`src/rtl/core/bae_pkg.sv`:
```
// Package for the binary arithmetic encoder: widths, codes, FSM state and
// the command/status structs shared by the controller and the datapath.
// No dependencies.
package bae_pkg;

  localparam int FREQ_W   = 14;
  localparam int CODE_W   = 31;
  localparam int PEND_W   = 16;
  localparam int FOLLOW_W = 16;
  localparam int CUM_HI_W = FREQ_W + 1;
  localparam int RANGE_W  = CODE_W + 1;
  localparam int PROD_W   = RANGE_W + CUM_HI_W;
  localparam int ITER_W   = 6;
  localparam int NUM_PADS = (CODE_W < 31) ? CODE_W : 31;
  localparam int PAD_W    = 5;

  localparam logic [CODE_W-1:0]   CODE_MASK  = {CODE_W{1'b1}};
  localparam logic [CODE_W-1:0]   CODE_MID   = CODE_W'(64'd1 << (CODE_W - 1));
  localparam logic [CODE_W-1:0]   CODE_QUART = CODE_W'(64'd1 << (CODE_W - 2));
  localparam logic [CODE_W-1:0]   CODE_3QUART = CODE_W'(64'd3 << (CODE_W - 2));
  localparam logic [CUM_HI_W-1:0] FREQ_FULL  = CUM_HI_W'(64'd1 << FREQ_W);
  localparam logic [PEND_W-1:0]   PEND_MAX   = {PEND_W{1'b1}};
  localparam logic [ITER_W-1:0]   ITER_END   = ITER_W'(CODE_W + 2);
  localparam logic [PAD_W-1:0]    PAD_LAST   = PAD_W'(NUM_PADS - 1);

  typedef enum logic [1:0] {
    ST_OK    = 2'd0,
    ST_BAD   = 2'd1,
    ST_SAT   = 2'd2,
    ST_NOBIT = 2'd3
  } status_t;

  typedef enum logic [2:0] {
    S_IDLE,
    S_CHECK,
    S_NARROW,
    S_RENORM,
    S_CLOSE,
    S_FIN_BIT,
    S_FIN_PAD
  } state_t;

  typedef struct packed {
    logic load;
    logic mul;
    logic narrow;
    logic step;
    logic push_bad;
    logic push_close;
    logic fin_bit;
    logic fin_pad;
  } cmd_t;

  typedef struct packed {
    logic fin;
    logic bad_fields;
    logic empty;
    logic emit;
    logic stop;
    logic hold_v;
    logic out_free;
    logic pad_last;
  } sts_t;

endpackage

```
`src/rtl/core/bae_in_if.sv`:
```
// Input channel of the arithmetic encoder: valid/ready plus one symbol or finish item.
// Depends on bae_pkg.
interface bae_in_if;
  logic                         valid;
  logic                         ready;
  logic                         action;
  logic [bae_pkg::FREQ_W-1:0]   cum_low;
  logic [bae_pkg::CUM_HI_W-1:0] cum_high;

  modport source (output valid, action, cum_low, cum_high, input ready);
  modport sink   (input valid, action, cum_low, cum_high, output ready);
endinterface

```
`src/rtl/core/bae_out_if.sv`:
```
// Result channel of the arithmetic encoder: valid/ready plus one code bit transaction.
// Depends on bae_pkg.
interface bae_out_if;
  logic                         valid;
  logic                         ready;
  logic                         out_bit;
  logic [bae_pkg::FOLLOW_W-1:0] follow_count;
  logic                         is_last;
  bae_pkg::status_t             status;

  modport source (output valid, out_bit, follow_count, is_last, status, input ready);
  modport sink   (input valid, out_bit, follow_count, is_last, status, output ready);
endinterface

```
`src/rtl/core/bae_ctrl.sv`:
```
// Controller of the arithmetic encoder: sequences check, multiply, narrow,
// renormalize and flush. Depends on bae_pkg; drives the datapath by cmd_t.
module bae_ctrl (
  input  logic          clk,
  input  logic          rst_n,
  input  logic          in_valid,
  output logic          in_ready,
  input  bae_pkg::sts_t sts,
  output bae_pkg::cmd_t cmd
);
  import bae_pkg::*;

  state_t state_r, state_nxt;

  always_ff @(posedge clk) begin
    if (!rst_n) begin
      state_r <= S_IDLE;
    end else begin
      state_r <= state_nxt;
    end
  end

  always_comb begin
    state_nxt = state_r;
    cmd       = '0;
    in_ready  = 1'b0;
    unique case (state_r)
      S_IDLE: begin
        in_ready = 1'b1;
        if (in_valid) begin
          cmd.load  = 1'b1;
          state_nxt = S_CHECK;
        end
      end
      S_CHECK: begin
        priority if (sts.fin) begin
          state_nxt = S_FIN_BIT;
        end else if (sts.bad_fields) begin
          if (sts.out_free) begin
            cmd.push_bad = 1'b1;
            state_nxt    = S_IDLE;
          end
        end else begin
          cmd.mul   = 1'b1;
          state_nxt = S_NARROW;
        end
      end
      S_NARROW: begin
        if (sts.empty) begin
          if (sts.out_free) begin
            cmd.push_bad = 1'b1;
            state_nxt    = S_IDLE;
          end
        end else begin
          cmd.narrow = 1'b1;
          state_nxt  = S_RENORM;
        end
      end
      S_RENORM: begin
        priority if (sts.stop) begin
          state_nxt = S_CLOSE;
        end else if (!sts.emit || !sts.hold_v || sts.out_free) begin
          cmd.step = 1'b1;
        end else begin
          state_nxt = S_RENORM;
        end
      end
      S_CLOSE: begin
        if (sts.out_free) begin
          cmd.push_close = 1'b1;
          state_nxt      = S_IDLE;
        end
      end
      S_FIN_BIT: begin
        if (sts.out_free) begin
          cmd.fin_bit = 1'b1;
          state_nxt   = S_FIN_PAD;
        end
      end
      S_FIN_PAD: begin
        if (sts.out_free) begin
          cmd.fin_pad = 1'b1;
          if (sts.pad_last) begin
            state_nxt = S_IDLE;
          end
        end
      end
      default: begin
        state_nxt = S_IDLE;
      end
    endcase
  end

endmodule

```
`src/rtl/core/bae_dp.sv`:
```
// Datapath of the arithmetic encoder: interval and pending registers, the
// range multiplier, one renormalization step per cycle unless stalled by the
// output, held result, output register. Depends on bae_pkg; commanded by bae_ctrl.
module bae_dp (
  input  logic                         clk,
  input  logic                         rst_n,
  input  bae_pkg::cmd_t                cmd,
  output bae_pkg::sts_t                sts,
  input  logic                         in_action,
  input  logic [bae_pkg::FREQ_W-1:0]   in_cum_low,
  input  logic [bae_pkg::CUM_HI_W-1:0] in_cum_high,
  output logic                         out_valid,
  input  logic                         out_ready,
  output logic                         out_bit,
  output logic [bae_pkg::FOLLOW_W-1:0] out_follow_count,
  output logic                         out_is_last,
  output bae_pkg::status_t             out_status
);
  import bae_pkg::*;

  logic [CODE_W-1:0]   low_r, low_nxt;
  logic [CODE_W-1:0]   high_r, high_nxt;
  logic [PEND_W-1:0]   pend_r, pend_nxt;
  logic                sat_r, sat_nxt;
  logic                fin_r;
  logic [FREQ_W-1:0]   cl_r;
  logic [CUM_HI_W-1:0] ch_r;
  logic [RANGE_W-1:0]  range_r;
  logic [RANGE_W-1:0]  top_r;
  logic [RANGE_W-1:0]  bot_r;
  logic [ITER_W-1:0]   iter_r;
  logic [PAD_W-1:0]    pad_r;
  logic                hold_v_r, hold_v_nxt;
  logic                hold_bit_r, hold_bit_nxt;
  logic [PEND_W-1:0]   hold_follow_r, hold_follow_nxt;
  logic                ov_r, ov_nxt;
  logic                obit_r, obit_nxt;
  logic [FOLLOW_W-1:0] ofollow_r, ofollow_nxt;
  logic                olast_r, olast_nxt;
  status_t             ostatus_r, ostatus_nxt;

  logic [PROD_W-1:0] prod_top, prod_bot;
  logic              c_lo, c_hi, c_mid, iter_end;
  logic [CODE_W-1:0] lo_sub, hi_sub;
  logic              pend_full;
  logic [PEND_W-1:0] pend_inc;

  assign prod_top  = PROD_W'(range_r) * PROD_W'(ch_r);
  assign prod_bot  = PROD_W'(range_r) * PROD_W'(cl_r);
  assign c_lo      = high_r < CODE_MID;
  assign c_hi      = low_r >= CODE_MID;
  assign c_mid     = (low_r >= CODE_QUART) && (high_r < CODE_3QUART);
  assign iter_end  = iter_r == ITER_END;
  assign pend_full = pend_r == PEND_MAX;
  assign pend_inc  = pend_full ? PEND_MAX : pend_r + PEND_W'(1);

  always_comb begin
    priority if (c_lo) begin
      lo_sub = low_r;
      hi_sub = high_r;
    end else if (c_hi) begin
      lo_sub = low_r - CODE_MID;
      hi_sub = high_r - CODE_MID;
    end else begin
      lo_sub = low_r - CODE_QUART;
      hi_sub = high_r - CODE_QUART;
    end
  end

  always_comb begin
    sts            = '0;
    sts.fin        = fin_r;
    sts.bad_fields = ({1'b0, cl_r} >= ch_r) || (ch_r > FREQ_FULL);
    sts.empty      = top_r <= bot_r;
    sts.emit       = !iter_end && (c_lo || c_hi);
    sts.stop       = iter_end || !(c_lo || c_hi || c_mid);
    sts.hold_v     = hold_v_r;
    sts.out_free   = !ov_r || out_ready;
    sts.pad_last   = pad_r == PAD_LAST;
  end

  always_comb begin
    low_nxt         = low_r;
    high_nxt        = high_r;
    pend_nxt        = pend_r;
    sat_nxt         = sat_r;
    hold_v_nxt      = hold_v_r;
    hold_bit_nxt    = hold_bit_r;
    hold_follow_nxt = hold_follow_r;
    ov_nxt          = ov_r && !out_ready;
    obit_nxt        = obit_r;
    ofollow_nxt     = ofollow_r;
    olast_nxt       = olast_r;
    ostatus_nxt     = ostatus_r;

    if (cmd.load) begin
      sat_nxt    = 1'b0;
      hold_v_nxt = 1'b0;
    end

    if (cmd.narrow) begin
      high_nxt = CODE_W'({1'b0, low_r} + top_r - RANGE_W'(1));
      low_nxt  = CODE_W'({1'b0, low_r} + bot_r);
    end

    if (cmd.step) begin
      low_nxt  = {lo_sub[CODE_W-2:0], 1'b0};
      high_nxt = {hi_sub[CODE_W-2:0], 1'b1};
      if (c_lo || c_hi) begin
        hold_v_nxt      = 1'b1;
        hold_bit_nxt    = c_hi && !c_lo;
        hold_follow_nxt = pend_r;
        pend_nxt        = '0;
        if (hold_v_r) begin
          ov_nxt      = 1'b1;
          obit_nxt    = hold_bit_r;
          ofollow_nxt = FOLLOW_W'(hold_follow_r);
          olast_nxt   = 1'b0;
          ostatus_nxt = sat_r ? ST_SAT : ST_OK;
        end
      end else begin
        pend_nxt = pend_inc;
        if (pend_full) begin
          sat_nxt = 1'b1;
        end
      end
    end

    if (cmd.push_bad) begin
      ov_nxt      = 1'b1;
      obit_nxt    = 1'b0;
      ofollow_nxt = '0;
      olast_nxt   = 1'b1;
      ostatus_nxt = ST_BAD;
    end

    if (cmd.push_close) begin
      ov_nxt     = 1'b1;
      olast_nxt  = 1'b1;
      hold_v_nxt = 1'b0;
      if (hold_v_r) begin
        obit_nxt    = hold_bit_r;
        ofollow_nxt = FOLLOW_W'(hold_follow_r);
        ostatus_nxt = sat_r ? ST_SAT : ST_OK;
      end else begin
        obit_nxt    = 1'b0;
        ofollow_nxt = '0;
        ostatus_nxt = sat_r ? ST_SAT : ST_NOBIT;
      end
    end

    if (cmd.fin_bit) begin
      ov_nxt      = 1'b1;
      obit_nxt    = low_r >= CODE_QUART;
      ofollow_nxt = FOLLOW_W'(pend_inc);
      olast_nxt   = 1'b0;
      ostatus_nxt = pend_full ? ST_SAT : ST_OK;
      sat_nxt     = pend_full;
      low_nxt     = '0;
      high_nxt    = CODE_MASK;
      pend_nxt    = '0;
    end

    if (cmd.fin_pad) begin
      ov_nxt      = 1'b1;
      obit_nxt    = 1'b0;
      ofollow_nxt = '0;
      olast_nxt   = sts.pad_last;
      ostatus_nxt = sat_r ? ST_SAT : ST_OK;
    end
  end

  always_ff @(posedge clk) begin
    if (!rst_n) begin
      low_r    <= '0;
      high_r   <= CODE_MASK;
      pend_r   <= '0;
      sat_r    <= 1'b0;
      hold_v_r <= 1'b0;
      ov_r     <= 1'b0;
    end else begin
      low_r    <= low_nxt;
      high_r   <= high_nxt;
      pend_r   <= pend_nxt;
      sat_r    <= sat_nxt;
      hold_v_r <= hold_v_nxt;
      ov_r     <= ov_nxt;
    end
  end

  always_ff @(posedge clk) begin
    hold_bit_r    <= hold_bit_nxt;
    hold_follow_r <= hold_follow_nxt;
    obit_r        <= obit_nxt;
    ofollow_r     <= ofollow_nxt;
    olast_r       <= olast_nxt;
    ostatus_r     <= ostatus_nxt;
    if (cmd.load) begin
      fin_r   <= in_action;
      cl_r    <= in_cum_low;
      ch_r    <= in_cum_high;
      range_r <= RANGE_W'({1'b0, high_r} - {1'b0, low_r} + RANGE_W'(1));
      iter_r  <= '0;
      pad_r   <= '0;
    end
    if (cmd.mul) begin
      top_r <= RANGE_W'(prod_top >> FREQ_W);
      bot_r <= RANGE_W'(prod_bot >> FREQ_W);
    end
    if (cmd.step) begin
      iter_r <= iter_r + ITER_W'(1);
    end
    if (cmd.fin_pad) begin
      pad_r <= pad_r + PAD_W'(1);
    end
  end

  assign out_valid        = ov_r;
  assign out_bit          = obit_r;
  assign out_follow_count = ofollow_r;
  assign out_is_last      = olast_r;
  assign out_status       = ostatus_r;

endmodule

```
`src/rtl/core/binary_arithmetic_encoder.sv`:
```
// Channel    Dir  Handshake     Payload
// in_ch      in   valid/ready   action, cum_low, cum_high
// out_ch     out  valid/ready   out_bit, follow_count, is_last, status
//
// Encode: latch, multiply and narrow, then renormalization shifts at one per cycle
// while the output is not stalled (up to 33, set by the step loop), then detect
// the end of the shifts and close.
// Finish: 32 result transactions, one per cycle while the output accepts them.
// Reset (rst_n low, synchronous) returns the interval to full and pending to zero.
// A stalled output holds its result; the next input is taken while it waits.
// Top level of the arithmetic encoder; depends on bae_pkg, bae_in_if, bae_out_if,
// bae_ctrl and bae_dp.
module binary_arithmetic_encoder (
  input  logic        clk,
  input  logic        rst_n,
  bae_in_if.sink      in_ch,
  bae_out_if.source   out_ch
);
  import bae_pkg::*;

  cmd_t cmd;
  sts_t sts;

  bae_ctrl u_ctrl (
    .clk      (clk),
    .rst_n    (rst_n),
    .in_valid (in_ch.valid),
    .in_ready (in_ch.ready),
    .sts      (sts),
    .cmd      (cmd)
  );

  bae_dp u_dp (
    .clk              (clk),
    .rst_n            (rst_n),
    .cmd              (cmd),
    .sts              (sts),
    .in_action        (in_ch.action),
    .in_cum_low       (in_ch.cum_low),
    .in_cum_high      (in_ch.cum_high),
    .out_valid        (out_ch.valid),
    .out_ready        (out_ch.ready),
    .out_bit          (out_ch.out_bit),
    .out_follow_count (out_ch.follow_count),
    .out_is_last      (out_ch.is_last),
    .out_status       (out_ch.status)
  );

endmodule
```
`src/flat_wrapper.sv`:
```
// flat-port wrapper written by rule: the top's interface ports become plain ports
module binary_arithmetic_encoder_flat import bae_pkg::*;
  (clk, rst_n, in_ch_valid, in_ch_action, in_ch_cum_low, in_ch_cum_high, in_ch_ready, out_ch_valid, out_ch_out_bit, out_ch_follow_count, out_ch_is_last, out_ch_status, out_ch_ready);
  bae_in_if in_ch_i ();
  bae_out_if out_ch_i ();
  input  logic clk;
  input  logic rst_n;
  input wire logic [$bits(in_ch_i.valid)-1:0] in_ch_valid;
  input wire logic [$bits(in_ch_i.action)-1:0] in_ch_action;
  input wire logic [$bits(in_ch_i.cum_low)-1:0] in_ch_cum_low;
  input wire logic [$bits(in_ch_i.cum_high)-1:0] in_ch_cum_high;
  output wire logic [$bits(in_ch_i.ready)-1:0] in_ch_ready;
  output wire logic [$bits(out_ch_i.valid)-1:0] out_ch_valid;
  output wire logic [$bits(out_ch_i.out_bit)-1:0] out_ch_out_bit;
  output wire logic [$bits(out_ch_i.follow_count)-1:0] out_ch_follow_count;
  output wire logic [$bits(out_ch_i.is_last)-1:0] out_ch_is_last;
  output wire logic [$bits(out_ch_i.status)-1:0] out_ch_status;
  input wire logic [$bits(out_ch_i.ready)-1:0] out_ch_ready;
  assign in_ch_i.valid = in_ch_valid;
  assign in_ch_i.action = in_ch_action;
  assign in_ch_i.cum_low = in_ch_cum_low;
  assign in_ch_i.cum_high = in_ch_cum_high;
  assign in_ch_ready = in_ch_i.ready;
  assign out_ch_valid = out_ch_i.valid;
  assign out_ch_out_bit = out_ch_i.out_bit;
  assign out_ch_follow_count = out_ch_i.follow_count;
  assign out_ch_is_last = out_ch_i.is_last;
  assign out_ch_status = out_ch_i.status;
  assign out_ch_i.ready = out_ch_ready;
  binary_arithmetic_encoder u_core (.clk(clk), .rst_n(rst_n), .in_ch(in_ch_i), .out_ch(out_ch_i));
endmodule
```
`config.mk`:
```
export PLATFORM = sky130hd
export DESIGN_NAME = binary_arithmetic_encoder_flat
export DESIGN_NICKNAME = d
export VERILOG_FILES = /design/src/rtl/core/bae_pkg.sv /design/src/rtl/core/bae_in_if.sv /design/src/rtl/core/bae_out_if.sv /design/src/rtl/core/bae_ctrl.sv /design/src/rtl/core/bae_dp.sv /design/src/rtl/core/binary_arithmetic_encoder.sv /design/src/flat_wrapper.sv
export SDC_FILE = /design/constraint.sdc
export NUM_CORES = 2
export LEC_CHECK = 0
export BUFFER_PORTS_ARGS = -buffer_cell sky130_fd_sc_hd__buf_2
export CORE_MARGIN = 2
export CORE_UTILIZATION = 39
export CTS_CLUSTER_DIAMETER = 80
export DETAILED_ROUTE_END_ITERATION = 6
export SKIP_LAST_GASP = 1
export SLEW_MARGIN = 20
export SYNTH_ARGS = -nofsm -noshare
export SYNTH_HDL_FRONTEND = slang
export SYNTH_SLANG_ARGS = --single-unit
export TNS_END_PERCENT = 100
```
`constraint.sdc`:
```
create_clock -name clk -period 9.8 [get_ports clk]
set_input_delay 0.98 -clock clk [delete_from_list [all_inputs] [get_ports clk]]
set_output_delay 0.98 -clock clk [all_outputs]
set_load 0.005 [all_outputs]
```
==> reports/results.ini <==
[detailed_routing]
vias = 33000
first_pass_iters = 6
drc = 0
wl_mm = 114
vias_per_cell = 5.16
drtIter0Drc = 1997
wire_per_inst_um = 17.8
detail-route-antenna-nets = 0

[synth]
yosys.area.top_type = fa_1
synthXorXnorAreaFrac_pct = 3.11
synth_edf_count = 157
synthCells = 4952
synth_common_cells = inv_1, fa_1, nand2_1
synth.distinct_cells = 76
synth.area.top_cells = fa_1, ha_1, edfxtp_1
synth.net_count = 6144
synthMuxAreaShare_pct = 0.113
synth_top_family_by_area = adder cells
synth.avg_cell_area_sq_um = 8.97
synth.most_common_cell = inv_1
synth_adder_area_share_pct = 45.2
ys_seq_area_share_pct = 15.2
synth_area_sq_mm = 0.0444
synth_top_cell_area_share_pct = 33.6
synth_simple_gate_area_share_pct = 16.2
synth_compound_area_share_pct = 9.81
async_reset_ff_share_pct = 0
ys_seq_elements = 258
yosysWarnings = 0
yosys_most_used_dff = edfxtp_1

[clock_tree]
holdBufCountCts = 0
cts_made_buffers = 39
clockBufferDepth = 3
cts_root_buffer = clkbuf_16
post-cts-setup-buffer-count = 0
cts_resized = 0
cts_tree = built
cts.clk_slew.worst_paths_ns = 0.06
cts.sinks = 258
clk_latency_ns = 0.59
htreeDepth = 2

[global_routing]
grt_max_degree = 65
grt_pass1_vias = 35300
grt.total_usage_pct = 20.4
grt_first_pass_wirelength_mm = 190
antenna_found_initial = 1
grt_overflow_total = 0

[sta]
rsz0062_at_grt = false
setup_viol = 0
hold_viol = 0
period_share_pct = 79.6
max_slew_margin_pct = 31.5
drv_slew = 0
max_freq_mhz = 128
tightestPinTransition_ns = 1.03
finalSetupTns_ns = 0
skew_ns = 0.0331
min_period_ns = 7.80

[floorplan]
io_pins = 56
dieArea_sq_mm = 0.117
fp-row-count = 123
initial_utilization_pct = 39.4
die_w_um = 342
core_area_sq_mm = 0.113
die_h_um = 342

[placed_design]
gp_congestion = 0.849
dpl.hpwl_mm = 86.2
io_buffers = 55

[cells_and_area]
multi_input_area_sq_mm = 0.0331
fillCellCount = 11100
syn2layout_area_growth_pct = 7.22
drive_above_1_share_pct = 4.44
diodes = 0
seq_area_sq_mm = 0.00674
nets = 6066
post-route-util_pct = 42.2

[worst_setup_path]
critPathCaptureType = flip-flop
start_kind = flip-flop
cp_max_fo = 23
critPathSlowestCell = edfxtp_1
path_common_cell = fa_1
cp.buffers_inverters = 5
path_delay_family = adder cells
path_cells = buf_4, and2_1, fa_1, inv_1, fa_1, inv_1, fa_1, fa_1, fa_1, inv_1, fa_1, inv_1, ha_1, a21oi_2, or3b_1, nor3_2, o21ai_1, a22o_1, a31oi_1, o21ai_1, a21oi_1, nor3_1, o41a_1
worstPathArrival_ns = 8.12
crit_type = flip-flop to flip-flop
worst_ep_required_time_ns = 10.13
critPathMaxStageDelay_ns = 1.00

[outcome]
status = complete, no violations

[hold_path]
holdCritPathClass = flip-flop to flip-flop

[run]
maxCapViolCount = 0

## worst paths after layout
kind | from | endpoint | slack [ns] | cells past startpoint
max | u_core.u_dp.cl_r[4] | u_core.u_dp.bot_r[30] | 2.00 | 23
min | u_core.u_dp.high_r[1] | u_core.u_dp.high_r[1] | 0.46 | 2
max reg2reg | u_core.u_dp.cl_r[4] | u_core.u_dp.bot_r[30] | 2.00 | 23
min reg2reg | u_core.u_dp.high_r[1] | u_core.u_dp.high_r[1] | 0.46 | 2
## layout make-up
type	instances	area share [%]
sequential	258	14.1
inverter	991	7.81
multi-input combinational	3458	69.5
clock buffer	47	2.20
tap	1500	3.94
clock inverter	25	0.651
timing repair buffer	126	1.78
## stage by stage
stage / instance area, sq um / hold slack (ns) / worst slack, ns / cells
final: 47600 / 0.464 / 2.00 / 6405
after global routing: 47600 / 0.506 / 1.59 / 6405
after CTS: 47600 / 0.464 / 1.86 / 6404
after detailed placement: 46300 / 0.457 / 1.91 / 6332
after global placement: 46200 / 0.454 / 1.99 / 6331
after floorplan: 44400 / 0.406 / 0.417 / 4952
## flip-flops by register name, summed over array words and instances, names as in the netlist
register,flops
u_core.u_dp.top_r,32
u_core.u_dp.out_is_last,1
u_core.u_dp.range_r,32
u_core.u_dp.low_r,31
u_core.u_dp.hold_bit_r,1
u_core.u_ctrl.state_r,3
u_core.u_dp.out_bit,1
u_core.u_dp.hold_v_r,1
u_core.u_dp.pend_r,16
u_core.u_dp.fin_r,1
u_core.u_dp.iter_r,6
u_core.u_dp.bot_r,32
u_core.u_dp.hold_follow_r,16
u_core.u_dp.out_follow_count,16
u_core.u_dp.high_r,31
u_core.u_dp.pad_r,5
u_core.u_dp.out_valid,1
u_core.u_dp.ch_r,15
u_core.u_dp.out_status,2
u_core.u_dp.sat_r,1
u_core.u_dp.cl_r,14
## worst register-to-register path: cells and delay by family (launching register included)
family | cells | cell delay, ns
fa+ha+maj | 7 | 3.05
compound gates | 7 | 2.06
flops | 1 | 1.00
simple gates | 4 | 0.84
buf+inv | 5 | 0.59
## routing by layer
layer | up-vias | GRT usage, % | part of all wire, %
li1 | 15300 | - | -
met3 | 176 | 1.57 | 3.6
met4 | 0 | 8.21 | 4.4
met2 | 697 | 35.7 | 49
met1 | 16800 | 26.1 | 43
met5 | - | 0 | 0
## cell usage in the layout, fill, tap and decap left out, types with 35 or more instances in the layout
| cell type | instances |
|---|---|
| nor2b_1 | 35 |
| clkbuf_16 | 39 |
| nand3_1 | 54 |
| a21oi_1 | 238 |
| inv_1 | 990 |
| buf_2 | 55 |
| xor2_1 | 52 |
| a21o_1 | 95 |
| fa_1 | 745 |
| nand2_1 | 590 |
| o21ai_0 | 135 |
| nor2_1 | 128 |
| dfxtp_1 | 101 |
| edfxtp_1 | 157 |
| ha_1 | 413 |
| and2_1 | 475 |
| xnor2_1 | 106 |
| buf_4 | 69 |
## logic make-up (layout without fill, tap and decap cells)
logic type                 count (synthesis)  count (layout)
buffers and inverters                   1236            1189
AOI/OAI and AO/OA                        692             692
xor gates and xnor gates                 158             158
DFF                                      258             258
muxes                                      5               5
and+or+nand+nor                         1445            1445
adders and majority gates               1158            1158
Power is not shown: default switching activity piles up to over one toggle a cycle in this logic, so the estimate is an artifact.
